`src/rtl/tmtd_pkg.sv`:
```
`timescale 1ns / 1ps
`default_nettype none
// ----------------------------------------------------------------------------
// Trimmed-mean detector package
// Shared constants, payload types and small helpers for the detector blocks.
// ----------------------------------------------------------------------------
package tmtd_pkg;

  // Window shape and sample width
  localparam int WINDOW_SAMPLES = 14;
  localparam int TRIM_LOW       = 2;
  localparam int TRIM_HIGH      = 2;
  localparam int SAMPLE_BITS    = 12;

  // Fixed port field widths
  localparam int FIELD_BITS    = 12;
  localparam int MEAN_BITS     = 12;
  localparam int THRESH_BITS   = 12;
  localparam int HOLDOFF_BITS  = 16;
  localparam int CFG_DATA_BITS = 16;
  localparam int CFG_IDX_BITS  = 1;

  // Derived sizes
  localparam int LOW_SLOTS  = (TRIM_LOW > 0) ? TRIM_LOW : 1;
  localparam int HIGH_SLOTS = (TRIM_HIGH > 0) ? TRIM_HIGH : 1;
  localparam int SUM_BITS   = $clog2(WINDOW_SAMPLES * ((1 << SAMPLE_BITS) - 1) + 1);
  localparam int CNT_BITS   = $clog2(WINDOW_SAMPLES);
  localparam int PROD_BITS  = 2 * SUM_BITS + 1;
  localparam int KEEP_COUNT = WINDOW_SAMPLES - TRIM_LOW - TRIM_HIGH;
  localparam int DIVISOR    = (KEEP_COUNT < 1) ? 1 : KEEP_COUNT;

  // Reciprocal of the divisor, scaled by 2^SUM_BITS; the estimate it gives is
  // at most one below the true quotient.
  localparam logic [SUM_BITS:0]   RECIP = (SUM_BITS + 1)'((1 << SUM_BITS) / DIVISOR);
  localparam logic [SUM_BITS-1:0] DIV_C = SUM_BITS'(DIVISOR);

  // Queue sizes
  localparam int QDEPTH     = 4;
  localparam int QPTR_BITS  = $clog2(QDEPTH);
  localparam int QCNT_BITS  = QPTR_BITS + 1;

  // Reset values
  localparam logic [SAMPLE_BITS-1:0]  SAMPLE_ONES   = '1;
  localparam logic [HOLDOFF_BITS-1:0] HOLDOFF_MAX   = '1;
  localparam logic [HOLDOFF_BITS-1:0] HOLDOFF_RESET = 16'd500;
  localparam logic [THRESH_BITS-1:0]  THRESH_RESET  = '0;

  // Item kind; in the command queue OP_SAMPLE marks a window close
  typedef enum logic [0:0] {
    OP_SAMPLE = 1'b0,
    OP_TICK   = 1'b1
  } op_e;

  typedef enum logic [CFG_IDX_BITS-1:0] {
    CFG_DETECT_THRESHOLD = 1'b0,
    CFG_REPORT_HOLDOFF   = 1'b1
  } cfg_idx_e;

  typedef logic [SAMPLE_BITS-1:0] sample_t;
  typedef logic [SUM_BITS-1:0]    sum_t;

  typedef struct packed {
    op_e                   operation;
    logic [FIELD_BITS-1:0] sample_value;
  } in_item_t;

  typedef struct packed {
    logic [MEAN_BITS-1:0] trimmed_mean;
    logic                 report;
  } out_item_t;

  typedef struct packed {
    op_e                           kind;
    sum_t                          sum;
    sample_t [LOW_SLOTS-1:0]       lows;
    sample_t [HIGH_SLOTS-1:0]      highs;
  } cmd_t;

  typedef struct packed {
    logic [THRESH_BITS-1:0]  detect_threshold;
    logic [HOLDOFF_BITS-1:0] report_holdoff;
  } cfg_t;

  // Fit the input field to the sample width
  function automatic sample_t to_sample(logic [FIELD_BITS-1:0] raw);
    logic [SAMPLE_BITS+FIELD_BITS-1:0] wide;
    wide = {{SAMPLE_BITS{1'b0}}, raw};
    return wide[SAMPLE_BITS-1:0];
  endfunction

  // Keep the low bits of the mean for the output field
  function automatic logic [MEAN_BITS-1:0] mean_field(sum_t q);
    logic [SUM_BITS+MEAN_BITS-1:0] wide;
    wide = {{MEAN_BITS{1'b0}}, q};
    return wide[MEAN_BITS-1:0];
  endfunction

  // Strict compare of the full mean against the threshold
  function automatic logic above_threshold(sum_t q, logic [THRESH_BITS-1:0] thr);
    logic [SUM_BITS+THRESH_BITS-1:0] wq;
    logic [SUM_BITS+THRESH_BITS-1:0] wt;
    wq = {{THRESH_BITS{1'b0}}, q};
    wt = {{SUM_BITS{1'b0}}, thr};
    return wq > wt;
  endfunction

endpackage
`default_nettype wire

```
`src/rtl/trimmed_mean_threshold_detector.sv`:
```
`timescale 1ns / 1ps
`default_nettype none
// ----------------------------------------------------------------------------
// Trimmed-mean threshold detector
// Windowed trimmed mean of sensor samples with a thresholded, held-off report.
// ----------------------------------------------------------------------------
// The block takes one transaction per clock while full is low: a sample or
// a millisecond tick. Every 14th sample closes a window and yields one
// result, the mean of the window without its two smallest and two largest
// values and a report flag; ticks and other samples yield nothing. A result
// reaches the result port through the command queue register, the
// three-stage trim/divide pipeline in the back end and the result queue.
// Ticks and window closes each take one slot of a four-entry command queue
// that the back end drains at one entry per cycle, so full only rises while
// the back end is held by a full four-entry result queue. Write the two
// configuration registers only while no result is pending.
// ----------------------------------------------------------------------------
module trimmed_mean_threshold_detector (
  input  wire logic                                 clk_i,
  input  wire logic                                 rst_ni,
  input  wire logic                                 push,
  output      logic                                 full,
  input  wire tmtd_pkg::in_item_t                   in_item_i,
  output      logic                                 empty,
  input  wire logic                                 pop,
  output      tmtd_pkg::out_item_t                  out_item_o,
  input  wire logic                                 cfg_we_i,
  input  wire logic [tmtd_pkg::CFG_IDX_BITS-1:0]    cfg_idx_i,
  input  wire logic [tmtd_pkg::CFG_DATA_BITS-1:0]   cfg_data_i
);
  import tmtd_pkg::*;

  cfg_t cfg_q, cfg_d;
  logic cmd_push;
  cmd_t cmd_in;
  logic cmd_full;
  logic cmd_pop;
  logic cmd_empty;
  cmd_t cmd_out;

  // Configuration registers
  always_comb begin
    cfg_d = cfg_q;
    if (cfg_we_i) begin
      case (cfg_idx_e'(cfg_idx_i))
        CFG_DETECT_THRESHOLD: cfg_d.detect_threshold = cfg_data_i[THRESH_BITS-1:0];
        CFG_REPORT_HOLDOFF:   cfg_d.report_holdoff   = cfg_data_i[HOLDOFF_BITS-1:0];
        default:              cfg_d = cfg_q;
      endcase
    end
  end

  always_ff @(posedge clk_i or negedge rst_ni) begin
    if (!rst_ni) begin
      cfg_q.detect_threshold <= THRESH_RESET;
      cfg_q.report_holdoff   <= HOLDOFF_RESET;
    end else begin
      cfg_q <= cfg_d;
    end
  end

  assign full = cmd_full;

  tmtd_front u_front (
    .clk_i      (clk_i),
    .rst_ni     (rst_ni),
    .in_valid_i (push),
    .in_item_i  (in_item_i),
    .cmd_full_i (cmd_full),
    .cmd_push_o (cmd_push),
    .cmd_o      (cmd_in)
  );

  tmtd_cmd_fifo u_cmd_fifo (
    .clk_i   (clk_i),
    .rst_ni  (rst_ni),
    .push_i  (cmd_push),
    .data_i  (cmd_in),
    .full_o  (cmd_full),
    .pop_i   (cmd_pop),
    .empty_o (cmd_empty),
    .data_o  (cmd_out)
  );

  tmtd_back u_back (
    .clk_i       (clk_i),
    .rst_ni      (rst_ni),
    .cfg_i       (cfg_q),
    .cmd_i       (cmd_out),
    .cmd_empty_i (cmd_empty),
    .cmd_pop_o   (cmd_pop),
    .out_pop_i   (pop),
    .out_empty_o (empty),
    .out_item_o  (out_item_o)
  );

endmodule
`default_nettype wire

```
`src/rtl/tmtd_front.sv`:
```
`timescale 1ns / 1ps
`default_nettype none
// ----------------------------------------------------------------------------
// Detector front end
// Accepts samples and ticks, tracks the window sum and extremes, and queues
// ticks and window closes for the back end.
// ----------------------------------------------------------------------------
module tmtd_front (
  input  wire logic                clk_i,
  input  wire logic                rst_ni,
  input  wire logic                in_valid_i,
  input  wire tmtd_pkg::in_item_t  in_item_i,
  input  wire logic                cmd_full_i,
  output      logic                cmd_push_o,
  output      tmtd_pkg::cmd_t      cmd_o
);
  import tmtd_pkg::*;

  logic                     accept;
  logic                     is_sample;
  logic                     closing;
  sample_t                  v;
  sum_t                     sum_new;
  sample_t [LOW_SLOTS-1:0]  lows_new;
  sample_t [HIGH_SLOTS-1:0] highs_new;

  logic [CNT_BITS-1:0]      count_q, count_d;
  sum_t                     sum_q, sum_d;
  sample_t [LOW_SLOTS-1:0]  lows_q, lows_d;
  sample_t [HIGH_SLOTS-1:0] highs_q, highs_d;

  assign accept    = in_valid_i && !cmd_full_i;
  assign is_sample = accept && (in_item_i.operation == OP_SAMPLE);
  assign closing   = (count_q == CNT_BITS'(WINDOW_SAMPLES - 1));
  assign v         = to_sample(in_item_i.sample_value);
  assign sum_new   = sum_q + sum_t'(v);

  // Insert into the ascending list of smallest values; ties do not displace
  always_comb begin
    logic    prev_lt;
    sample_t prev_val;
    logic    cur_lt;
    lows_new = lows_q;
    prev_lt  = 1'b0;
    prev_val = v;
    for (int j = 0; j < TRIM_LOW; j++) begin
      cur_lt = v < lows_q[j];
      if (cur_lt) begin
        lows_new[j] = prev_lt ? prev_val : v;
      end
      prev_lt  = cur_lt;
      prev_val = lows_q[j];
    end
  end

  // Insert into the descending list of largest values; ties do not displace
  always_comb begin
    logic    prev_gt;
    sample_t prev_val;
    logic    cur_gt;
    highs_new = highs_q;
    prev_gt   = 1'b0;
    prev_val  = v;
    for (int j = 0; j < TRIM_HIGH; j++) begin
      cur_gt = v > highs_q[j];
      if (cur_gt) begin
        highs_new[j] = prev_gt ? prev_val : v;
      end
      prev_gt  = cur_gt;
      prev_val = highs_q[j];
    end
  end

  // Advance the window, or restart it on close
  always_comb begin
    count_d = count_q;
    sum_d   = sum_q;
    lows_d  = lows_q;
    highs_d = highs_q;
    if (is_sample) begin
      if (closing) begin
        count_d = '0;
        sum_d   = '0;
        lows_d  = {LOW_SLOTS{SAMPLE_ONES}};
        highs_d = '0;
      end else begin
        count_d = count_q + CNT_BITS'(1);
        sum_d   = sum_new;
        lows_d  = lows_new;
        highs_d = highs_new;
      end
    end
  end

  always_ff @(posedge clk_i or negedge rst_ni) begin
    if (!rst_ni) begin
      count_q <= '0;
      sum_q   <= '0;
      lows_q  <= {LOW_SLOTS{SAMPLE_ONES}};
      highs_q <= '0;
    end else begin
      count_q <= count_d;
      sum_q   <= sum_d;
      lows_q  <= lows_d;
      highs_q <= highs_d;
    end
  end

  // Queue ticks and window closes in arrival order
  assign cmd_push_o  = accept && ((in_item_i.operation == OP_TICK) || closing);
  assign cmd_o.kind  = in_item_i.operation;
  assign cmd_o.sum   = sum_new;
  assign cmd_o.lows  = lows_new;
  assign cmd_o.highs = highs_new;

endmodule
`default_nettype wire

```
`src/rtl/tmtd_cmd_fifo.sv`:
```
`timescale 1ns / 1ps
`default_nettype none
// ----------------------------------------------------------------------------
// Detector command queue
// Short queue of ticks and window closes between the front and back ends.
// ----------------------------------------------------------------------------
module tmtd_cmd_fifo (
  input  wire logic            clk_i,
  input  wire logic            rst_ni,
  input  wire logic            push_i,
  input  wire tmtd_pkg::cmd_t  data_i,
  output      logic            full_o,
  input  wire logic            pop_i,
  output      logic            empty_o,
  output      tmtd_pkg::cmd_t  data_o
);
  import tmtd_pkg::*;

  cmd_t                 mem_q [QDEPTH];
  logic [QPTR_BITS-1:0] wr_ptr_q, wr_ptr_d;
  logic [QPTR_BITS-1:0] rd_ptr_q, rd_ptr_d;
  logic [QCNT_BITS-1:0] count_q, count_d;
  logic                 do_push;
  logic                 do_pop;

  assign full_o  = (count_q == QCNT_BITS'(QDEPTH));
  assign empty_o = (count_q == '0);
  assign do_push = push_i && !full_o;
  assign do_pop  = pop_i && !empty_o;
  assign data_o  = mem_q[rd_ptr_q];

  // Advance pointers and occupancy
  always_comb begin
    wr_ptr_d = do_push ? wr_ptr_q + QPTR_BITS'(1) : wr_ptr_q;
    rd_ptr_d = do_pop  ? rd_ptr_q + QPTR_BITS'(1) : rd_ptr_q;
    count_d  = count_q;
    if (do_push && !do_pop) begin
      count_d = count_q + QCNT_BITS'(1);
    end else if (do_pop && !do_push) begin
      count_d = count_q - QCNT_BITS'(1);
    end
  end

  always_ff @(posedge clk_i or negedge rst_ni) begin
    if (!rst_ni) begin
      wr_ptr_q <= '0;
      rd_ptr_q <= '0;
      count_q  <= '0;
    end else begin
      wr_ptr_q <= wr_ptr_d;
      rd_ptr_q <= rd_ptr_d;
      count_q  <= count_d;
    end
  end

  // Store the entry
  always_ff @(posedge clk_i) begin
    if (do_push) begin
      mem_q[wr_ptr_q] <= data_i;
    end
  end

endmodule
`default_nettype wire

```
`src/rtl/tmtd_back.sv`:
```
`timescale 1ns / 1ps
`default_nettype none
// ----------------------------------------------------------------------------
// Detector back end
// Trims and divides closed windows, runs the hold-off counter, decides the
// report flag and queues results.
// ----------------------------------------------------------------------------
module tmtd_back (
  input  wire logic                clk_i,
  input  wire logic                rst_ni,
  input  wire tmtd_pkg::cfg_t      cfg_i,
  input  wire tmtd_pkg::cmd_t      cmd_i,
  input  wire logic                cmd_empty_i,
  output      logic                cmd_pop_o,
  input  wire logic                out_pop_i,
  output      logic                out_empty_o,
  output      tmtd_pkg::out_item_t out_item_o
);
  import tmtd_pkg::*;

  logic                    en;
  sum_t                    reduced;
  logic [PROD_BITS-1:0]    prod;
  sum_t                    q_times_d;
  sum_t                    rem;
  sum_t                    q_fixed;
  logic                    commit;
  logic                    rep;
  logic                    out_push;
  logic                    out_pop;
  logic                    out_full;

  // Pipeline: reduce, estimate quotient, correct quotient
  logic                    s1_v_q;
  op_e                     s1_kind_q;
  sum_t                    s1_red_q;
  logic                    s2_v_q;
  op_e                     s2_kind_q;
  sum_t                    s2_x_q;
  sum_t                    s2_q_q;
  logic                    s3_v_q;
  op_e                     s3_kind_q;
  sum_t                    s3_q_q;

  logic [HOLDOFF_BITS-1:0] holdoff_q, holdoff_d;

  out_item_t               out_mem_q [QDEPTH];
  out_item_t               out_new;
  logic [QPTR_BITS-1:0]    out_wr_q, out_wr_d;
  logic [QPTR_BITS-1:0]    out_rd_q, out_rd_d;
  logic [QCNT_BITS-1:0]    out_cnt_q, out_cnt_d;

  // Hold the whole pipeline when a result cannot enter the result queue
  assign en        = !(s3_v_q && (s3_kind_q == OP_SAMPLE) && out_full);
  assign cmd_pop_o = en && !cmd_empty_i;

  // Drop the extremes from the sum, saturating at zero
  always_comb begin
    reduced = cmd_i.sum;
    for (int i = 0; i < TRIM_LOW; i++) begin
      reduced = (reduced > sum_t'(cmd_i.lows[i])) ? reduced - sum_t'(cmd_i.lows[i]) : '0;
    end
    for (int i = 0; i < TRIM_HIGH; i++) begin
      reduced = (reduced > sum_t'(cmd_i.highs[i])) ? reduced - sum_t'(cmd_i.highs[i]) : '0;
    end
  end

  // Reciprocal multiply, then one correction step
  assign prod      = PROD_BITS'(s1_red_q) * PROD_BITS'(RECIP);
  assign q_times_d = sum_t'(s2_q_q * DIV_C);
  assign rem       = s2_x_q - q_times_d;
  assign q_fixed   = (rem >= DIV_C) ? s2_q_q + sum_t'(1) : s2_q_q;

  // Valid bits
  always_ff @(posedge clk_i or negedge rst_ni) begin
    if (!rst_ni) begin
      s1_v_q <= 1'b0;
      s2_v_q <= 1'b0;
      s3_v_q <= 1'b0;
    end else if (en) begin
      s1_v_q <= !cmd_empty_i;
      s2_v_q <= s1_v_q;
      s3_v_q <= s2_v_q;
    end
  end

  // Stage payload
  always_ff @(posedge clk_i) begin
    if (en) begin
      s1_kind_q <= cmd_i.kind;
      s1_red_q  <= reduced;
      s2_kind_q <= s1_kind_q;
      s2_x_q    <= s1_red_q;
      s2_q_q    <= prod[2*SUM_BITS-1:SUM_BITS];
      s3_kind_q <= s2_kind_q;
      s3_q_q    <= q_fixed;
    end
  end

  // Decide the report and run the hold-off counter in item order
  assign commit  = en && s3_v_q;
  assign rep     = above_threshold(s3_q_q, cfg_i.detect_threshold) &&
                   (holdoff_q >= cfg_i.report_holdoff);
  assign out_push = commit && (s3_kind_q == OP_SAMPLE);
  assign out_new.trimmed_mean = mean_field(s3_q_q);
  assign out_new.report       = rep;

  always_comb begin
    holdoff_d = holdoff_q;
    if (commit) begin
      case (s3_kind_q)
        OP_TICK: begin
          if (holdoff_q != HOLDOFF_MAX) begin
            holdoff_d = holdoff_q + HOLDOFF_BITS'(1);
          end
        end
        OP_SAMPLE: begin
          if (rep) begin
            holdoff_d = '0;
          end
        end
        default: holdoff_d = holdoff_q;
      endcase
    end
  end

  always_ff @(posedge clk_i or negedge rst_ni) begin
    if (!rst_ni) begin
      holdoff_q <= HOLDOFF_MAX;
    end else begin
      holdoff_q <= holdoff_d;
    end
  end

  // Result queue
  assign out_full    = (out_cnt_q == QCNT_BITS'(QDEPTH));
  assign out_empty_o = (out_cnt_q == '0);
  assign out_pop     = out_pop_i && !out_empty_o;
  assign out_item_o  = out_mem_q[out_rd_q];

  always_comb begin
    out_wr_d  = out_push ? out_wr_q + QPTR_BITS'(1) : out_wr_q;
    out_rd_d  = out_pop  ? out_rd_q + QPTR_BITS'(1) : out_rd_q;
    out_cnt_d = out_cnt_q;
    if (out_push && !out_pop) begin
      out_cnt_d = out_cnt_q + QCNT_BITS'(1);
    end else if (out_pop && !out_push) begin
      out_cnt_d = out_cnt_q - QCNT_BITS'(1);
    end
  end

  always_ff @(posedge clk_i or negedge rst_ni) begin
    if (!rst_ni) begin
      out_wr_q  <= '0;
      out_rd_q  <= '0;
      out_cnt_q <= '0;
    end else begin
      out_wr_q  <= out_wr_d;
      out_rd_q  <= out_rd_d;
      out_cnt_q <= out_cnt_d;
    end
  end

  always_ff @(posedge clk_i) begin
    if (out_push) begin
      out_mem_q[out_wr_q] <= out_new;
    end
  end

endmodule
`default_nettype wire

```
`config.mk`:
```
export PLATFORM = sky130hd
export DESIGN_NAME = trimmed_mean_threshold_detector
export DESIGN_NICKNAME = d
export VERILOG_FILES = /design/src/rtl/tmtd_pkg.sv /design/src/rtl/trimmed_mean_threshold_detector.sv /design/src/rtl/tmtd_front.sv /design/src/rtl/tmtd_cmd_fifo.sv /design/src/rtl/tmtd_back.sv
export SDC_FILE = /design/constraint.sdc
export NUM_CORES = 1
export LEC_CHECK = 0
export ABC_CLOCK_PERIOD_IN_PS = 9970
export BUFFER_PORTS_ARGS = -buffer_cell sky130_fd_sc_hd__buf_2
export CORE_MARGIN = 2
export CORE_UTILIZATION = 45
export DETAILED_ROUTE_END_ITERATION = 8
export PLACE_DENSITY = 0.65
export SLEW_MARGIN = 20
export SYNTH_ARGS = -nofsm -noshare
export SYNTH_HDL_FRONTEND = slang
export SYNTH_HIERARCHICAL = 1
export SYNTH_SLANG_ARGS = --single-unit
export TNS_END_PERCENT = 30
```
`constraint.sdc`:
```
create_clock -name clk_i -period 9.97 [get_ports clk_i]
set_input_delay 1.4955 -clock clk_i [delete_from_list [all_inputs] [get_ports clk_i]]
set_output_delay 1.4955 -clock clk_i [all_outputs]
set_load 0.005 [all_outputs]
```
==> results of run 1 <==
[state kept, by name, summed over array words and instances (netlist names)]
| register | cells |
|---|---|
| u_back/out_rd_q | 2 |
| u_back/s2_q_q | 13 |
| u_back/s3_kind_q | 1 |
| u_front/highs_q | 24 |
| u_front/lows_q | 24 |
| u_back/out_cnt_q | 3 |
| u_back/out_mem_q | 52 |
| u_front/sum_q | 16 |
| u_back/holdoff_q | 16 |
| u_back/out_wr_q | 2 |
| u_back/s2_kind_q | 1 |
| u_back/s1_kind_q | 1 |
| u_back/s2_v_q | 1 |
| u_back/s2_x_q | 15 |
| u_cmd_fifo/rd_ptr_q | 2 |
| u_back/s1_v_q | 1 |
| u_front/count_q | 4 |
| cfg_q | 28 |
| u_cmd_fifo/count_q | 3 |
| u_back/s3_q_q | 14 |
| u_cmd_fifo/mem_q | 260 |
| u_back/s1_red_q | 16 |
| u_back/s3_v_q | 1 |
| u_cmd_fifo/wr_ptr_q | 2 |
[routing by layer]
| layer | track usage, % | vias to the layer above | part of all wire [%] |
|---|---|---|---|
| li1 | - | 8695 | - |
| met1 | 25.2 | 9259 | 44 |
| met2 | 33.7 | 373 | 49 |
| met3 | 2.64 | 107 | 3.7 |
| met4 | 5.87 | 2 | 2.9 |
| met5 | 0 | - | 0.011 |
[placed cells by master, fill, tap and decap left out, types with 48 or more instances in the layout]
| master | instances |
|---|---|
| edfxtp_1 | 373 |
| ha_1 | 283 |
| inv_1 | 251 |
| nor2_1 | 120 |
| nand2_1 | 99 |
| a21oi_1 | 92 |
| o21ai_0 | 82 |
| dfrtp_1 | 81 |
| mux4_2 | 78 |
| xnor2_1 | 64 |
| fa_1 | 64 |
| xor2_1 | 54 |
| clkbuf_16 | 53 |
| buf_2 | 48 |
[cell families (layout without fill, tap and decap cells)]
logic type,Yosys count,after routing,share of synthesized area [%]
fa+ha+maj,350,350,16.5
mux,151,151,8.67
xor+xnor,119,119,3.54
simple gates,462,463,8.02
buf+inv,311,439,4.50
flops,502,502,48.9
compound gates,423,423,9.92
[worst paths after layout]
check,from,end,slack (ps),cells past startpoint
setup / recovery,u_cmd_fifo/rd_ptr_q[0],u_back/s1_red_q[1],490,42
hold / removal,u_back/s2_kind_q,u_back/s3_kind_q,420,0
setup reg to reg,u_cmd_fifo/rd_ptr_q[0],u_back/s1_red_q[1],490,42
hold reg to reg,u_back/s2_kind_q,u_back/s3_kind_q,420,0
max in group asynchronous,rst_ni,cfg_q[3],7770,2
min in group asynchronous,rst_ni,u_front/sum_q[9],860,1
[area by class of cell]
class / instances / area, sq um / share of cell area (%)
clock buffers: 65 / 1380 / 4.21
clock inverters: 34 / 330 / 1.01
well taps: 864 / 1080 / 3.30
inverters: 252 / 946 / 2.88
multi-input cells: 1506 / 14000 / 42.7
flip-flops and latches: 502 / 14500 / 44.2
repair buffers: 88 / 568 / 1.73
[repair_timing]
action | CTS | global route
endpoints found under the setup margin | 1 | 16
setup buffers | 0 | 7
gates cloned | 0 | 1
pin swaps | 1 | 13
resized for setup | 0 | 20
[stage by stage]
stage                     area (sq um)  util, %  hold slack (ps)  std cells  worst slack (ps)
after floorplan                  29700        -              400       2318              11.8
after global placement           30900     47.2              405       3204               250
after detailed placement         30900     47.2              406       3204            -0.872
after CTS                        32600     49.8              420       3303              52.2
after global routing             32800     50.1              438       3311             -24.6
final                            32800     50.1              422       3311               486
==> impl_metrics.env, run 1 <==
export IMPL_status="finished, final reports clean"
export IMPL_areaGrowthSynthToFinish_pct=10.7
export IMPL_wl_per_cell_um=19.6
export IMPL_syn_cell_area_sq_um=29600
export IMPL_root_buffer="clkbuf_16"
export IMPL_async_flop_share_pct=25.7
export IMPL_grt_pass1_vias=18951
export IMPL_synthTopCellsByCount="373 x edfxtp_1, 284 x ha_1, 252 x inv_1"
export IMPL_gr_total_overflow=0
export IMPL_crit_family="compound AO/OA/AOI/OAI gates"
export IMPL_ys_warn_count=6
export IMPL_numCtsBuffers=53
export IMPL_drc_errors=0
export IMPL_synthFlopType="edfxtp_1"
export IMPL_cts_tree="done"
export IMPL_clock_fmax_mhz=105
export IMPL_clk_pin_slew_ps=60
export IMPL_fin_nets=2788
export IMPL_antenna_found_initial=1
export IMPL_maxCapViolCount=0
export IMPL_synth_fp_nets=2703
export IMPL_avgSynthCellArea_sq_um=12.8
export IMPL_crit_buf_inv=3
export IMPL_yosysSeqAreaShare_pct=48.9
export IMPL_slew_headroom_pct=27.5
export IMPL_required_ps=10320
export IMPL_io_buffers=49
export IMPL_synth_top_area_share_pct=37.8
export IMPL_crit_path_end_kind="register"
export IMPL_critPathKind="register to register"
export IMPL_hp_class="register to register"
export IMPL_ant_nets=0
export IMPL_ys_ff_latch=502
export IMPL_start_util_pct=45.2
export IMPL_setup_viol=0
export IMPL_critPathMaxStageDelay_ps=540
export IMPL_drv_slew=0
export IMPL_clock_path_buffers=3
export IMPL_ys_top_cells_by_area="edfxtp_1 38%, ha_1 12%, dfrtp_1 7.0%"
export IMPL_finalSetupTns_ps=0
export IMPL_ys_types=93
export IMPL_wl_mm=65.0
export IMPL_vias_per_cell=5.57
export IMPL_worstMarginPinSlew_ps=1090
export IMPL_grt_max_degree=69
export IMPL_clk_latency_ps=630
export IMPL_vias=18436
export IMPL_grt_use_total_pct=19.4
export IMPL_postSynthCellCount=2318
export IMPL_cp_start_kind="register"
export IMPL_yosysMostFrequentCell="edfxtp_1"
export IMPL_fill_cells=5565
export IMPL_htree_levels=2
export IMPL_die_x_um=261
export IMPL_drtIter0Drc=1310
export IMPL_place_congestion=0.884
export IMPL_synth_edf_count=373
export IMPL_num_io_pins=50
export IMPL_dr_pass1_iters=5
export IMPL_worstPathArrival_ps=9830
export IMPL_critPathMaxFanout=26
export IMPL_core_area_sq_um=65500
export IMPL_fin_crit_sh_pct=95.1
export IMPL_final_min_clock_period_ps=9480
export IMPL_rows=94
export IMPL_cts_sinks=502
export IMPL_dpl_hpwl_mm=47.6
export IMPL_postCtsHoldBufs=0
export IMPL_hold_viol=0
export IMPL_critPathSlowestCell="mux4_2"
export IMPL_drive_above_1_share_pct=16.1
export IMPL_skew_ps=45.5
export IMPL_die_area_sq_um=67900
export IMPL_diodes=0
export IMPL_grt_pass1_wl_mm=103
export IMPL_yosysTopAreaCell="edfxtp_1"
export IMPL_die_h_um=261
Power of run 1 is not shown: default switching activity piles up to over one toggle a cycle in this logic, so the estimate is an artifact.
==> run 2, diff against run 1 <==
--- a/config.mk
+++ b/config.mk
@@ -7,3 +7,3 @@
 export LEC_CHECK = 0
-export ABC_CLOCK_PERIOD_IN_PS = 9970
+export ABC_CLOCK_PERIOD_IN_PS = 11850
 export BUFFER_PORTS_ARGS = -buffer_cell sky130_fd_sc_hd__buf_2
@@ -12,3 +12,3 @@
 export DETAILED_ROUTE_END_ITERATION = 8
-export PLACE_DENSITY = 0.65
+export PLACE_DENSITY = 0.62
 export SLEW_MARGIN = 20
==> constraint.sdc (replaced) <==
create_clock -name clk_i -period 11.85 [get_ports clk_i]
set_input_delay 0.5925 -clock clk_i [delete_from_list [all_inputs] [get_ports clk_i]]
set_output_delay 0.5925 -clock clk_i [all_outputs]
set_load 0.005 [all_outputs]
==> run 2 against run 1 <==
Design area shrank 0.50%. First-iteration DRC count shrank 13%. Core utilization shrank 0.25 points. Clock skew shrank 15 ps. Register-to-register slack gained 440 ps. Global-route usage shrank 0.17 points. Sequential share of layout area grew 0.22 points. Non-clock buffer count shrank 13. Wire length shrank 1.2%. Critical path type unchanged.
==> impl_metrics.env, run 2 (synthesized netlist as in run 1, its figures left out) <==
export IMPL_critPathMaxStageDelay_ps=550
export IMPL_root_buffer="clkbuf_16"
export IMPL_required_ps=12210
export IMPL_final_cell_mix="373 x edfxtp_1, 284 x ha_1, 251 x inv_1"
export IMPL_critPathKind="register to register"
export IMPL_drtIter0Drc=1139
export IMPL_vias=18176
export IMPL_drc_errors=0
export IMPL_crit_buf_inv=8
export IMPL_critPathMaxFanout=17
export IMPL_htree_levels=2
export IMPL_place_congestion=0.848
export IMPL_antenna_found_initial=1
export IMPL_start_util_pct=45.2
export IMPL_reg_top3="u_cmd_fifo/mem_q: 260 flops, u_back/out_mem_q: 52 flops, cfg_q: 28 flops"
export IMPL_clock_path_buffers=3
export IMPL_dpl_hpwl_mm=47.3
export IMPL_clk_pin_slew_ps=60
export IMPL_r2r_setup_slack_ps=930
export IMPL_regMostFlops="u_cmd_fifo/mem_q"
export IMPL_vias_per_cell=5.52
export IMPL_grt_pass1_vias=18697
export IMPL_setup_viol=0
export IMPL_cts_tree="done"
export IMPL_fin_nets=2773
export IMPL_worstMarginPinSlew_ps=1070
export IMPL_rows=94
export IMPL_drive_above_1_share_pct=15.1
export IMPL_grt_max_degree=68
export IMPL_skew_ps=30.7
export IMPL_postCtsHoldBufs=0
export IMPL_die_area_sq_um=67900
export IMPL_hp_class="primary input to async pin"
export IMPL_cts_sinks=502
export IMPL_die_x_um=261
export IMPL_r2r_cells=49
export IMPL_areaGrowthSynthToFinish_pct=10.1
export IMPL_clock_fmax_mhz=91.6
export IMPL_grt_use_total_pct=19.2
export IMPL_dr_pass1_iters=6
export IMPL_largest_reg_flops=260
export IMPL_fin_crit_sh_pct=92.2
export IMPL_num_io_pins=50
export IMPL_ant_nets=0
export IMPL_grt_pass1_wl_mm=102
export IMPL_crit_path_end_kind="register"
export IMPL_numCtsBuffers=52
export IMPL_maxCapViolCount=0
export IMPL_slew_headroom_pct=28.8
export IMPL_die_h_um=261
export IMPL_status="finished, final reports clean"
export IMPL_finalSetupTns_ps=0
export IMPL_critPathSlowestCell="dfrtp_4"
export IMPL_worstPathArrival_ps=11290
export IMPL_drv_slew=0
export IMPL_crit_family="compound AO/OA/AOI/OAI gates"
export IMPL_gr_total_overflow=0
export IMPL_r2r_start="u_cmd_fifo/rd_ptr_q[0]"
export IMPL_wl_mm=64.2
export IMPL_wl_per_cell_um=19.5
export IMPL_rsz0062_at_grt="no"
export IMPL_core_area_sq_um=65500
export IMPL_final_min_clock_period_ps=10920
export IMPL_reg2reg_to="u_back/s1_red_q[10]"
export IMPL_hold_viol=0
export IMPL_io_buffers=49
export IMPL_clk_latency_ps=610
export IMPL_final_common_cell="edfxtp_1"
export IMPL_cp_start_kind="register"
run 2: changes by cell type in the layout (fill, tap and decap cells not counted), sizes merged:
cell	change
buf	-13
bufinv	+2
clkbuf	+4
clkinv	-4
clkinvlp	-4
diode	+1
inv	-1
nand4bb	-1
run 2: cell type report:
cell class | instances | area [sq um]
Inverter | 252 | 946
Tap cell | 864 | 1080
Multi-Input combinational cell | 1505 | 13800
Fill cell | 5639 | 32900
Timing Repair Buffer | 75 | 450
Clock buffer | 69 | 1520
Sequential cell | 502 | 14500
Clock inverter | 27 | 299
Antenna cell | 1 | 2.50
run 2: worst max path at each step:
stage	start	to	slack (ps)	cells past startpoint
global placement	u_cmd_fifo/rd_ptr_q[0]	u_back/s1_red_q[10]	590	44
CTS	u_cmd_fifo/rd_ptr_q[0]	u_back/s1_red_q[10]	250	42
floorplan	u_cmd_fifo/rd_ptr_q[0]	u_back/s1_red_q[1]	1090	49
global route	u_cmd_fifo/rd_ptr_q[0]	u_back/s1_red_q[10]	2	49
finish	u_cmd_fifo/rd_ptr_q[0]	u_back/s1_red_q[10]	930	49
detailed placement	u_cmd_fifo/rd_ptr_q[0]	u_back/s1_red_q[10]	270	42
run 2: per-stage QoR:
stage	hold WS, ps	cells	util (%)	instance area (sq um)	worst slack (ps)
2_1_floorplan	297	2318	-	29600	1090
3_3_place_gp	408	3191	46.9	30700	593
3_5_place_dp	416	3191	46.9	30700	266
4_1_cts	20.6	3287	49.7	32600	248
5_1_grt	50.2	3295	49.8	32600	1.73
6_report	18.1	3295	49.8	32600	930
run 2: per-layer routing:
metal	vias to the layer above	track usage, %	wire [um]
met5	-	0	0
met4	0	5.44	1530
met3	86	2.60	2510
met2	366	33.7	32100
met1	9049	24.9	28100
li1	8675	-	-
run 2: what timing repair did:
action | in CTS | in global routing
setup buffers | 0 | 7
gates resized for setup | 0 | 5
endpoints found under the setup margin | 0 | 16
Power of run 2 is left out for the same reason.
==> run 3, diff against run 2 <==
- CTS_BUF_LIST: unset -> sky130_fd_sc_hd__clkbuf_16
==> run 3 against run 2 <==
Sequential cell count is the same. First-iteration DRC count decreased by 1.5%. Critical path depth unchanged. Count of clock-buffer cells in the layout is 13 lower. Die area did not move. Clock skew about the same. Sequential share of layout area is 0.095 points higher.
==> impl_metrics.env, run 3 (synthesized netlist as in run 1, its figures left out) <==
export IMPL_dr_pass1_iters=5
export IMPL_drtIter0Drc=1122
export IMPL_worstPathArrival_ps=11310
export IMPL_wl_mm=64.2
export IMPL_largest_reg_flops=260
export IMPL_clock_fmax_mhz=91.4
export IMPL_grt_pass1_wl_mm=102
export IMPL_start_util_pct=45.2
export IMPL_die_x_um=261
export IMPL_drive_above_1_share_pct=14.9
export IMPL_r2r_cells=49
export IMPL_postCtsHoldBufs=0
export IMPL_cts_sinks=502
export IMPL_io_buffers=49
export IMPL_critPathMaxStageDelay_ps=550
export IMPL_required_ps=12210
export IMPL_fin_crit_sh_pct=92.3
export IMPL_reg2reg_to="u_back/s1_red_q[10]"
export IMPL_num_io_pins=50
export IMPL_cts_tree="done"
export IMPL_finalSetupTns_ps=0
export IMPL_areaGrowthSynthToFinish_pct=9.91
export IMPL_hold_viol=0
export IMPL_antenna_found_initial=1
export IMPL_vias_per_cell=5.50
export IMPL_die_h_um=261
export IMPL_worstMarginPinSlew_ps=1060
export IMPL_critPathMaxFanout=17
export IMPL_final_cell_mix="373 x edfxtp_1, 284 x ha_1, 257 x inv_1"
export IMPL_crit_path_end_kind="register"
export IMPL_dpl_hpwl_mm=47.3
export IMPL_vias=18114
export IMPL_final_common_cell="edfxtp_1"
export IMPL_core_area_sq_um=65500
export IMPL_rows=94
export IMPL_critPathSlowestCell="dfrtp_4"
export IMPL_regMostFlops="u_cmd_fifo/mem_q"
export IMPL_setup_viol=0
export IMPL_reg_top3="u_cmd_fifo/mem_q: 260 flops, u_back/out_mem_q: 52 flops, cfg_q: 28 flops"
export IMPL_die_area_sq_um=67900
export IMPL_htree_levels=2
export IMPL_cp_start_kind="register"
export IMPL_rsz0062_at_grt="no"
export IMPL_final_min_clock_period_ps=10940
export IMPL_wl_per_cell_um=19.5
export IMPL_fin_nets=2773
export IMPL_clk_latency_ps=610
export IMPL_gr_total_overflow=0
export IMPL_numCtsBuffers=52
export IMPL_r2r_setup_slack_ps=910
export IMPL_critPathKind="register to register"
export IMPL_slew_headroom_pct=29.4
export IMPL_hp_class="primary input to async pin"
export IMPL_root_buffer="clkbuf_16"
export IMPL_grt_use_total_pct=19.2
export IMPL_skew_ps=30.8
export IMPL_status="finished, final reports clean"
export IMPL_maxCapViolCount=0
export IMPL_place_congestion=0.848
export IMPL_grt_pass1_vias=18686
export IMPL_ant_nets=0
export IMPL_grt_max_degree=68
export IMPL_drv_slew=0
export IMPL_drc_errors=0
export IMPL_clock_path_buffers=3
export IMPL_r2r_start="u_cmd_fifo/rd_ptr_q[0]"
export IMPL_clk_pin_slew_ps=60
==> run 3: worst max path at each step <==
stage | start | to | slack, ps
after floorplan | u_cmd_fifo/rd_ptr_q[0] | u_back/s1_red_q[1] | 1090
after global placement | u_cmd_fifo/rd_ptr_q[0] | u_back/s1_red_q[10] | 590
after detailed placement | u_cmd_fifo/rd_ptr_q[0] | u_back/s1_red_q[10] | 270
after CTS | u_cmd_fifo/rd_ptr_q[0] | u_back/s1_red_q[10] | 250
after global routing | u_cmd_fifo/rd_ptr_q[0] | u_back/s1_red_q[10] | 2
final | u_cmd_fifo/rd_ptr_q[0] | u_back/s1_red_q[10] | 910
==> run 3: area by class of cell <==
type | count | area [sq um]
sequential | 502 | 14500
clock buffer | 56 | 1400
fill | 5646 | 32900
timing repair buffer | 75 | 450
inverter | 252 | 946
antenna | 1 | 2.50
tap | 864 | 1080
clock inverter | 40 | 348
multi-input combinational | 1505 | 13800
==> run 3: layer usage <==
metal	vias up	part of all wire [%]	track usage [%]
met5	-	0	0
met4	0	2.2	5.21
met3	79	3.6	2.61
met2	320	50	33.8
met1	9047	44	24.9
li1	8668	-	-
==> run 3: critical path: cells and delay by family (launching register included) <==
family	cells	cell delay, ps
buffers and inverters	8	1020
DFF	1	550
muxes	1	340
and+or+nand+nor	11	1850
AOI/OAI and AO/OA	21	4630
adders and majority gates	8	2280
==> run 3: what timing repair did <==
item                                    in CTS  in global routing
endpoints found under the setup margin       0                 16
setup buffers                                0                  7
resized for setup                            0                  5
==> run 3: through the flow <==
stage	util (%)	hold slack, ps	area [sq um]	cells	setup WS (ps)
final	49.7	20.0	32600	3295	908
after global routing	49.7	48.6	32600	3295	1.74
after CTS	49.6	20.6	32500	3287	248
after detailed placement	46.9	416	30700	3191	266
after global placement	46.9	408	30700	3191	593
after floorplan	-	297	29600	2318	1090
Power of run 3 is left out for the same reason.
